--- config.mk ---
export PLATFORM = sky130hd
export DESIGN_NAME = plsu_cell
export DESIGN_NICKNAME = d
export VERILOG_FILES = /design/src/sv/positional_list_store_unit_defines.svh /design/src/sv/plsu_pkg.sv /design/src/sv/plsu_cell.sv
export SDC_FILE = /design/constraint.sdc
export NUM_CORES = 1
export LEC_CHECK = 0
export BUFFER_PORTS_ARGS = -buffer_cell sky130_fd_sc_hd__clkbuf_2
export CAP_MARGIN = 30
export CORE_UTILIZATION = 49
export CTS_CLUSTER_DIAMETER = 150
export CTS_CLUSTER_SIZE = 16
export DETAILED_ROUTE_END_ITERATION = 7
export PLACE_DENSITY = 0.95
export SLEW_MARGIN = 10
export SYNTH_ARGS = -nofsm -noshare
export SYNTH_HDL_FRONTEND = slang
export SYNTH_SLANG_ARGS = --single-unit
--- constraint.sdc ---
create_clock -name clk -period 2.3 [get_ports clk]
set_input_delay 0.115 -clock clk [delete_from_list [all_inputs] [get_ports clk]]
set_output_delay 0.115 -clock clk [all_outputs]
set_load 0.1 [all_outputs]
--- src/sv/positional_list_store_unit_defines.svh ---
// ----------------------------------------------------------------------------
// Assertion macros for the positional list store unit
// Shared property wrappers with clock and reset handled in one place.
// ----------------------------------------------------------------------------
`ifndef POSITIONAL_LIST_STORE_UNIT_DEFINES_SVH
`define POSITIONAL_LIST_STORE_UNIT_DEFINES_SVH

// Same-cycle implication, checked out of reset
`define PLSU_ASSERT_NOW(label, clk, rst_n, ante, cons) \
	label: assert property (@(posedge clk) disable iff (!rst_n) (ante) |-> (cons)) \
		else $error("plsu assertion failed");

// Next-cycle implication, checked out of reset
`define PLSU_ASSERT_NEXT(label, clk, rst_n, ante, cons) \
	label: assert property (@(posedge clk) disable iff (!rst_n) (ante) |=> (cons)) \
		else $error("plsu assertion failed");

`endif

--- src/sv/plsu_pkg.sv ---
// ----------------------------------------------------------------------------
// Positional list store package
// Sizes, operation and status codes, and the control bundle sent to cells.
// ----------------------------------------------------------------------------
`timescale 1ns / 1ps

package plsu_pkg;

	localparam int CAPACITY = 64;
	localparam int DATA_W   = 32;
	localparam int FUNC_W   = 3;
	localparam int POS_W    = 7;
	localparam int FOUND_W  = 7;
	localparam int COUNT_W  = 7;
	localparam int STAT_W   = 2;
	localparam int CNT_W    = $clog2(CAPACITY + 1);
	localparam int IDX_W    = $clog2(CAPACITY);
	localparam int CMP_W    = (POS_W > CNT_W) ? POS_W : CNT_W;

	// Search miss reads as -1 on the signed position field
	localparam logic [FOUND_W-1:0] NOT_FOUND = {FOUND_W{1'b1}};

	typedef enum logic [FUNC_W-1:0] {
		FN_READ   = 3'd0,
		FN_WRITE  = 3'd1,
		FN_INSERT = 3'd2,
		FN_REMOVE = 3'd3,
		FN_SEARCH = 3'd4,
		FN_CLEAR  = 3'd5
	} func_t;

	typedef enum logic [STAT_W-1:0] {
		ST_OK   = 2'd0,
		ST_POS  = 2'd1,
		ST_FULL = 2'd2
	} status_t;

	typedef struct packed {
		logic              acc;
		logic              wr_en;
		logic              ins_en;
		logic              rem_en;
		logic              rd_en;
		logic              srch_en;
		logic [DATA_W-1:0] value;
	} cell_ctrl_t;

endpackage

--- src/sv/plsu_cell.sv ---
// ----------------------------------------------------------------------------
// List cell
// Holds one entry, shifts with its neighbors and flags read and search hits.
// ----------------------------------------------------------------------------
`timescale 1ns / 1ps

module plsu_cell import plsu_pkg::*; (
	input  logic              clk,
	input  cell_ctrl_t        ctrl,
	input  logic              at_pos,
	input  logic              past_pos,
	input  logic              live,
	input  logic [DATA_W-1:0] left_entry,
	input  logic [DATA_W-1:0] right_entry,
	output logic [DATA_W-1:0] entry,
	output logic [DATA_W-1:0] hit_s1,
	output logic              match_s1
);

	logic [DATA_W-1:0] entry_q;
	logic [DATA_W-1:0] hit_q;
	logic              match_q;

	always_ff @(posedge clk) begin
		if (ctrl.ins_en && past_pos) begin
			entry_q <= left_entry;
		end else if ((ctrl.ins_en || ctrl.wr_en) && at_pos) begin
			entry_q <= ctrl.value;
		end else if (ctrl.rem_en && (at_pos || past_pos)) begin
			entry_q <= right_entry;
		end
	end

	// Sample old contents, so a remove still returns the entry it drops
	always_ff @(posedge clk) begin
		if (ctrl.acc) begin
			hit_q   <= (ctrl.rd_en && at_pos) ? entry_q : '0;
			match_q <= ctrl.srch_en && live && (entry_q == ctrl.value);
		end
	end

	assign entry    = entry_q;
	assign hit_s1   = hit_q;
	assign match_s1 = match_q;

endmodule

=== Word-level counts from Yosys, hierarchy flattened ===
Index checks and enable logic that the tools add are counted.

* Flip-flop bits (word level): 65

* Equal/unequal tests: 1
* Reduce and logical (&&, ||, !) cells: 9
* Muxes and demuxes: 3

{| class="wikitable"
|+ Operators with widths
! cell !! count
|-
| $mux W32 || 3
|-
| $eq A32 B32 Y1 || 1
|-
| $logic_and A1 B1 Y1 || 6
|-
| $reduce_bool A3 Y1 || 1
|-
| $logic_or A1 B1 Y1 || 2
|}

=== Depth between registers and ports, before layout ===
Gate-level depths: netlist of the first run.

* Word-level depth: 5
* Gate-level depth with buffers: 5

=== Worst setup path after synthesis of the first run ===
OpenSTA, ideal clock, no wires.

* Kind: register to register
* Start point: register entry_q[11], in the netlist entry[11]
* End point: register match_q, in the netlist match_s1 (data pin)
* Required time: 2,150 ps
* Arrival time: 1,863 ps
* Buffers on the path: 0
* Cell stages (with the launch flop): 5
* Setup time: 150 ps
* Path slack: 287 ps
* Cell sequence: edfxtp_1 xnor2_1 nand4_1 or4_1 nor3_2

* Longest elaborated chain between the ends: 2

{| class="wikitable"
|+ RTL lines
! what !! RTL line !! source
|-
| start, declared || plsu_cell.sv:20 || <nowiki>logic [DATA_W-1:0] entry_q;</nowiki>
|-
| start signal, assigned || plsu_cell.sv:26 || <nowiki>entry_q <= left_entry;</nowiki>
|-
| start signal, assigned || plsu_cell.sv:28 || <nowiki>entry_q <= ctrl.value;</nowiki>
|-
| start signal, assigned || plsu_cell.sv:30 || <nowiki>entry_q <= right_entry;</nowiki>
|-
| $eq A32 B32 Y1 || plsu_cell.sv:38 || <nowiki>match_q <= ctrl.srch_en && live && (entry_q == ctrl.value);</nowiki>
|-
| $logic_and A1 B1 Y1 || plsu_cell.sv:38 ||
|-
| end signal, assigned || plsu_cell.sv:38 ||
|-
| end, declared || plsu_cell.sv:22 || <nowiki>logic match_q;</nowiki>
|}

Every way passes these cells.
A chain may end at the register's enable or synchronous reset.

=== Final worst setup path of the first run ===
* Start point: register entry_q[25], in the netlist entry[25]
* End point: register match_q, in the netlist match_s1 (data pin)

Same word-level chain as after synthesis.

==> impl_metrics.ini, run 1 <==
[drt]
vias = 2688
totalWireLength_um = 8500
drt_iter0_drc = 123
wl_per_cell_um = 16.7
firstDrtPassIters = 4
antenna_left = 0
drc_errors = 0
viasPerCell = 5.28

[status]
outcome = completed

[global_routing]
grt_pass1_vias = 2688
grt_max_degree = 38
antenna_found_initial = 0
grt.overflow.total = 0
grt_first_pass_wirelength_um = 13300
track_usage_pct = 25.4

[worst_setup_path]
crit_fanout = 3
cp-start-kind = flop
required_ns = 2.47
rr_worst_depth = 4
worstSetupPathType = reg -> reg
crit_arrival_ns = 1.85
reg2reg_to = match_s1
r2r-start = entry[25]
cp-end-kind = flop
ff2ff_setup_slack_ns = 0.63

[synthesis]
synth_simple_gate_area_share_pct = 12.8
synth_area_per_cell_um2 = 12.5
syn_nets = 364
synth_compound_area_share_pct = 5.43
synth_seq_cells = 65
ys_seq_area_share_pct = 60.6
synth_cell_types = 18
syn_inst = 258
synth.cell_area_um2 = 3220
yosys_warnings = 0
synthAdderAreaFrac_pct = 0
muxShareOfSynthArea_pct = 9.94
synth_top_family_by_area = simple AND/OR/NAND/NOR gates
synth_xor_area_share_pct = 8.70

[timing]
tightest_slew_ns = 0.873
slew_viol_final = 0
setup_viol = 0
maxSlewHeadroom_pct = 41.8
skew_ns = 0.00770
min_period_ns = 1.67
max_freq_mhz = 597
rsz0062_at_grt = false
fin_crit_sh_pct = 72.8
fin_setup_tns_ns = 0
setup_ws_ns = 0.625
hold_viol_final = 0

[hold_path]
hold_path.class = in -> reg
min-delay-start = left_entry[12]
hold_depth = 3
hold_end = entry[12]

[clock_tree]
root_buffer = clkbuf_8
cts_setup_buffers = 0
cts.clk_slew.worst_paths_ns = 0.07
clkLatencyLatePin_ns = 0.33
postCtsHoldBufs = 0
cts_resized = 0
cts_tree = done
cts_buffers = 9
clock-sinks = 65
htreeDepth = 3
clk_path_buf_depth = 2

[power]
leakage_nw = 2.10
ir_worst_vdd_v = 0.000587
power_density_nw_per_um2 = 874

[placement]
place_congestion = 0.772
hpwl_um = 6430
post-place-ws_ns = 0.579
port_buffers = 170

[job]
maxCapViolations = 0

[die]
start_util_pct = 50.8
die_area_um2 = 6910
fp.dieW_um = 83.1
fp-row-count = 29
pin_count = 171
core_area_um2 = 6350
die_h_um = 83.1

[layout]
nets = 533
final_common_cell = clkbuf_2
nFillCells = 506
layout_common_cells = clkbuf_2 (170), edfxtp_1 (65), nand2_1 (34)
n_antenna_cell = 0
area_growth_pct = 33.2
drive_above_1_share_pct = 44.0
## layer usage
metal  up-vias  GRT usage [%]  share of wire, %
met5         -              0                 0
met4         0           8.46               1.1
met2       120           44.9                52
met3         8           4.47               6.1
li1       1289              -                 -
met1      1271           31.3                41
## stage by stage
step           area (um2)  utilization (%)  std cells  hold WS, ns  total power, mW
6_report             4290             67.6        509       0.0593             3.75
4_1_cts              4290             67.6        509       0.0488             3.77
3_3_place_gp         4140             65.2        493        0.388             2.96
3_5_place_dp         4140             65.2        493        0.393             2.99
5_1_grt              4290             67.6        509       0.0537             3.88
2_1_floorplan        3220                -        258        0.227             2.66
## how the worst max path moves through the flow
stage / from / to / slack [ns] / depth (start not counted)
CTS: entry[25] / match_s1 / 0.62 / 4
detailed placement: ctrl[35] / entry[15] / 0.58 / 5
global route: entry[25] / match_s1 / 0.56 / 4
global placement: ctrl[35] / entry[31] / 0.68 / 5
floorplan: entry[11] / match_s1 / 0.29 / 4
finish: entry[25] / match_s1 / 0.63 / 4
## cell families after synthesis
| family | count (synthesis) |
|---|---|
| AND/OR/NAND/NOR | 79 |
| multiplexers | 32 |
| flip-flops | 65 |
| AO/OA/AOI/OAI | 34 |
| XOR/XNOR | 32 |
| buffers and inverters | 16 |
## report_power, final
group | internal [mW] | switching [mW]
logic | 0.270 | 1.13
registers | 1.46 | 0.0924
clock network | 0.385 | 0.414
total | 2.11 | 1.64
## cells in the mapped netlist
library cell   n  area share [%]
edfxtp_1      65              61
nand2_1       34             4.0
and3_1        32             6.2
mux2i_1       32             9.9
o21ai_0       32             5.0
xnor2_1       16             4.3
xor2_1        16             4.3
clkbuf_1      12             1.4
nand4_1        4            0.78
nor4_1         4            0.78
buf_6          3             1.0
nand3_1        2            0.31
and2_1         1            0.19
buf_2          1            0.16
nor3_2         1            0.31
o21ai_2        1            0.27
o22ai_1        1            0.19
or4_1          1            0.23
## critical path: stages, from the launching register on
cell,delay (ns)
edfxtp_1,0.45
xnor2_1,0.25
nand4_1,0.15
or4_1,0.56
nor3_2,0.12
## registers in the layout, indices dropped and copies added (netlist names)
register	count
match_s1	1
hit_s1	32
entry	32
## final cells by class
type,instances,area (um2),area share (%)
Timing Repair Buffer,174,893,20.8
Sequential cell,65,1950,45.5
Multi-Input combinational cell,177,1200,27.9
Tap cell,77,96.3,2.24
Clock buffer,12,135,3.15
Clock inverter,4,20.0,0.466
Note: power is estimated with default switching activity, not from simulation.
==> run 2, diff against run 1 <==
--- a/config.mk
+++ b/config.mk
@@ -7,11 +7,11 @@
 export LEC_CHECK = 0
 export BUFFER_PORTS_ARGS = -buffer_cell sky130_fd_sc_hd__clkbuf_2
 export CAP_MARGIN = 30
-export CORE_UTILIZATION = 49
+export CORE_UTILIZATION = 45
 export CTS_CLUSTER_DIAMETER = 150
 export CTS_CLUSTER_SIZE = 16
 export DETAILED_ROUTE_END_ITERATION = 7
-export PLACE_DENSITY = 0.95
+export PLACE_DENSITY = 0.92
 export SLEW_MARGIN = 10
 export SYNTH_ARGS = -nofsm -noshare
 export SYNTH_HDL_FRONTEND = slang
==> constraint.sdc (replaced) <==
create_clock -name clk -period 1.7 [get_ports clk]
set_input_delay 0.085 -clock clk [delete_from_list [all_inputs] [get_ports clk]]
set_output_delay 0.085 -clock clk [all_outputs]
set_load 0.1 [all_outputs]
==> impl_metrics.ini, run 2 (synthesis results as in run 1) <==
[hold_path]
hold_path.class = in -> reg

[power]
leakage_nw = 2.13
ir_worst_vdd_v = 0.000566
internal-power_mw = 2.86
combPwrFrac_pct = 37.9
power.share.clock_pct = 21.0
switching_share_pct = 43.8
switching_power_mw = 2.23
power_density_nw_per_um2 = 1160
sequentialPowerShare_pct = 41.1
p_total_mw = 5.09

[clock_tree]
clkLatencyLatePin_ns = 0.33
htreeDepth = 3
root_buffer = clkbuf_8
cts_setup_buffers = 0
cts_buffers = 9
clk_path_buf_depth = 2
clock-sinks = 65
cts.clk_slew.worst_paths_ns = 0.07
cts_tree = done

[timing]
tightest_slew_ns = 0.574
slew_viol_final = 0
setup_viol = 0
max_freq_mhz = 625
rsz0062_at_grt = false
fin_crit_sh_pct = 94.2
whs_ns = 0.0208
min_period_ns = 1.60
hold_viol_final = 0
maxSlewHeadroom_pct = 61.6
skew_ns = 0.00534

[drt]
antenna_left = 0
totalWireLength_um = 8810
drc_errors = 0
firstDrtPassIters = 5
viasPerCell = 5.14
wl_per_cell_um = 16.6
vias = 2732
drt_iter0_drc = 99

[worst_setup_path]
crit_arrival_ns = 1.79
cp-start-kind = flop
path_cells = xor2_1, nor4_2, buf_4, nand4_1, nor3_2
worstSetupPathType = reg -> reg
cp_slowest_cell = edfxtp_1
cpLargestDelayFamily = simple AND/OR/NAND/NOR gates
crit_fanout = 3
crit_buf_inv = 1
critPathMaxStageDelay_ns = 0.43
cp-end-kind = flop
required_ns = 1.89

[layout]
final_common_cell = clkbuf_2
layout_common_cells = clkbuf_2 (170), edfxtp_1 (65), nand2_1 (34)
area_growth_pct = 35.9
utilization_pct = 63.8
nets = 538
design_area_um2 = 4380
finalNonFillerCells = 532
n_antenna_cell = 0
drive_above_1_share_pct = 45.0

[placement]
place_congestion = 0.791
hpwl_um = 6730
place_area_um2 = 4220
port_buffers = 170
dp.cells = 517

[global_routing]
track_usage_pct = 24.0
grt_pass1_vias = 2631
grt_max_degree = 43
antenna_found_initial = 0
grt_first_pass_wirelength_um = 12900
grt.overflow.total = 0

[die]
fp-row-count = 30
fp.dieW_um = 86.6
pin_count = 171
die_h_um = 86.6
start_util_pct = 46.9
die_area_um2 = 7500
core_area_um2 = 6870

[status]
outcome = completed

[job]
maxCapViolations = 0
==> run 2: area by class of cell <==
class / count / area, um2
multi-input cells: 177 / 1200
repair buffers: 179 / 956
well taps: 96 / 120
clock buffers: 10 / 128
clock inverters: 5 / 23.8
fillers: 566 / 2490
flip-flops and latches: 65 / 1950
==> run 2: per-stage QoR <==
stage                     TNS, ns  worst slack [ns]
after floorplan            -0.306            -0.306
after detailed placement  -0.0390           -0.0390
after CTS                       0            0.0683
final                           0            0.0989
after global placement          0            0.0108
after global routing            0           0.00331
==> run 2: metal layers <==
| layer | up-vias | wire, um | share of wire [%] | track usage, % |
|---|---|---|---|---|
| li1 | 1301 | - | - | - |
| met1 | 1290 | 3520 | 40 | 27.7 |
| met2 | 130 | 4490 | 51 | 42.6 |
| met3 | 11 | 630 | 7.2 | 6.29 |
| met4 | 0 | 160 | 1.8 | 8.94 |
| met5 | - | 0 | 0 | 0 |
==> run 2: final timing paths <==
path | from | to | slack (ns) | cells past startpoint
worst max-delay path | entry[21] | match_s1 | 0.1 | 5
worst min-delay path | left_entry[3] | entry[3] | 0.02 | 3
worst max register to register | entry[21] | match_s1 | 0.1 | 5
worst min register to register | entry[15] | hit_s1[15] | 0.64 | 1
==> run 2: timing repair <==
item | CTS | global route
hold buffers | 0 | 0
setup endpoints to repair | 1 | 0
gates resized for setup | 1 | 0
==> run 2: power groups by stage <==
stage	registers [mW]	logic [mW]	clock network (mW)
floorplan	3.29	0.312	0
global placement	2.11	1.92	0
detailed placement	2.13	1.93	0
CTS	2.09	1.94	1.09
global route	2.11	2.00	1.17
finish	2.09	1.93	1.07
==> run 2: worst register-to-register path: stages (launching register included) <==
cell      delay (ns)
edfxtp_1        0.43
xor2_1          0.17
nor4_2          0.40
buf_4           0.17
nand4_1         0.09
nor3_2          0.18
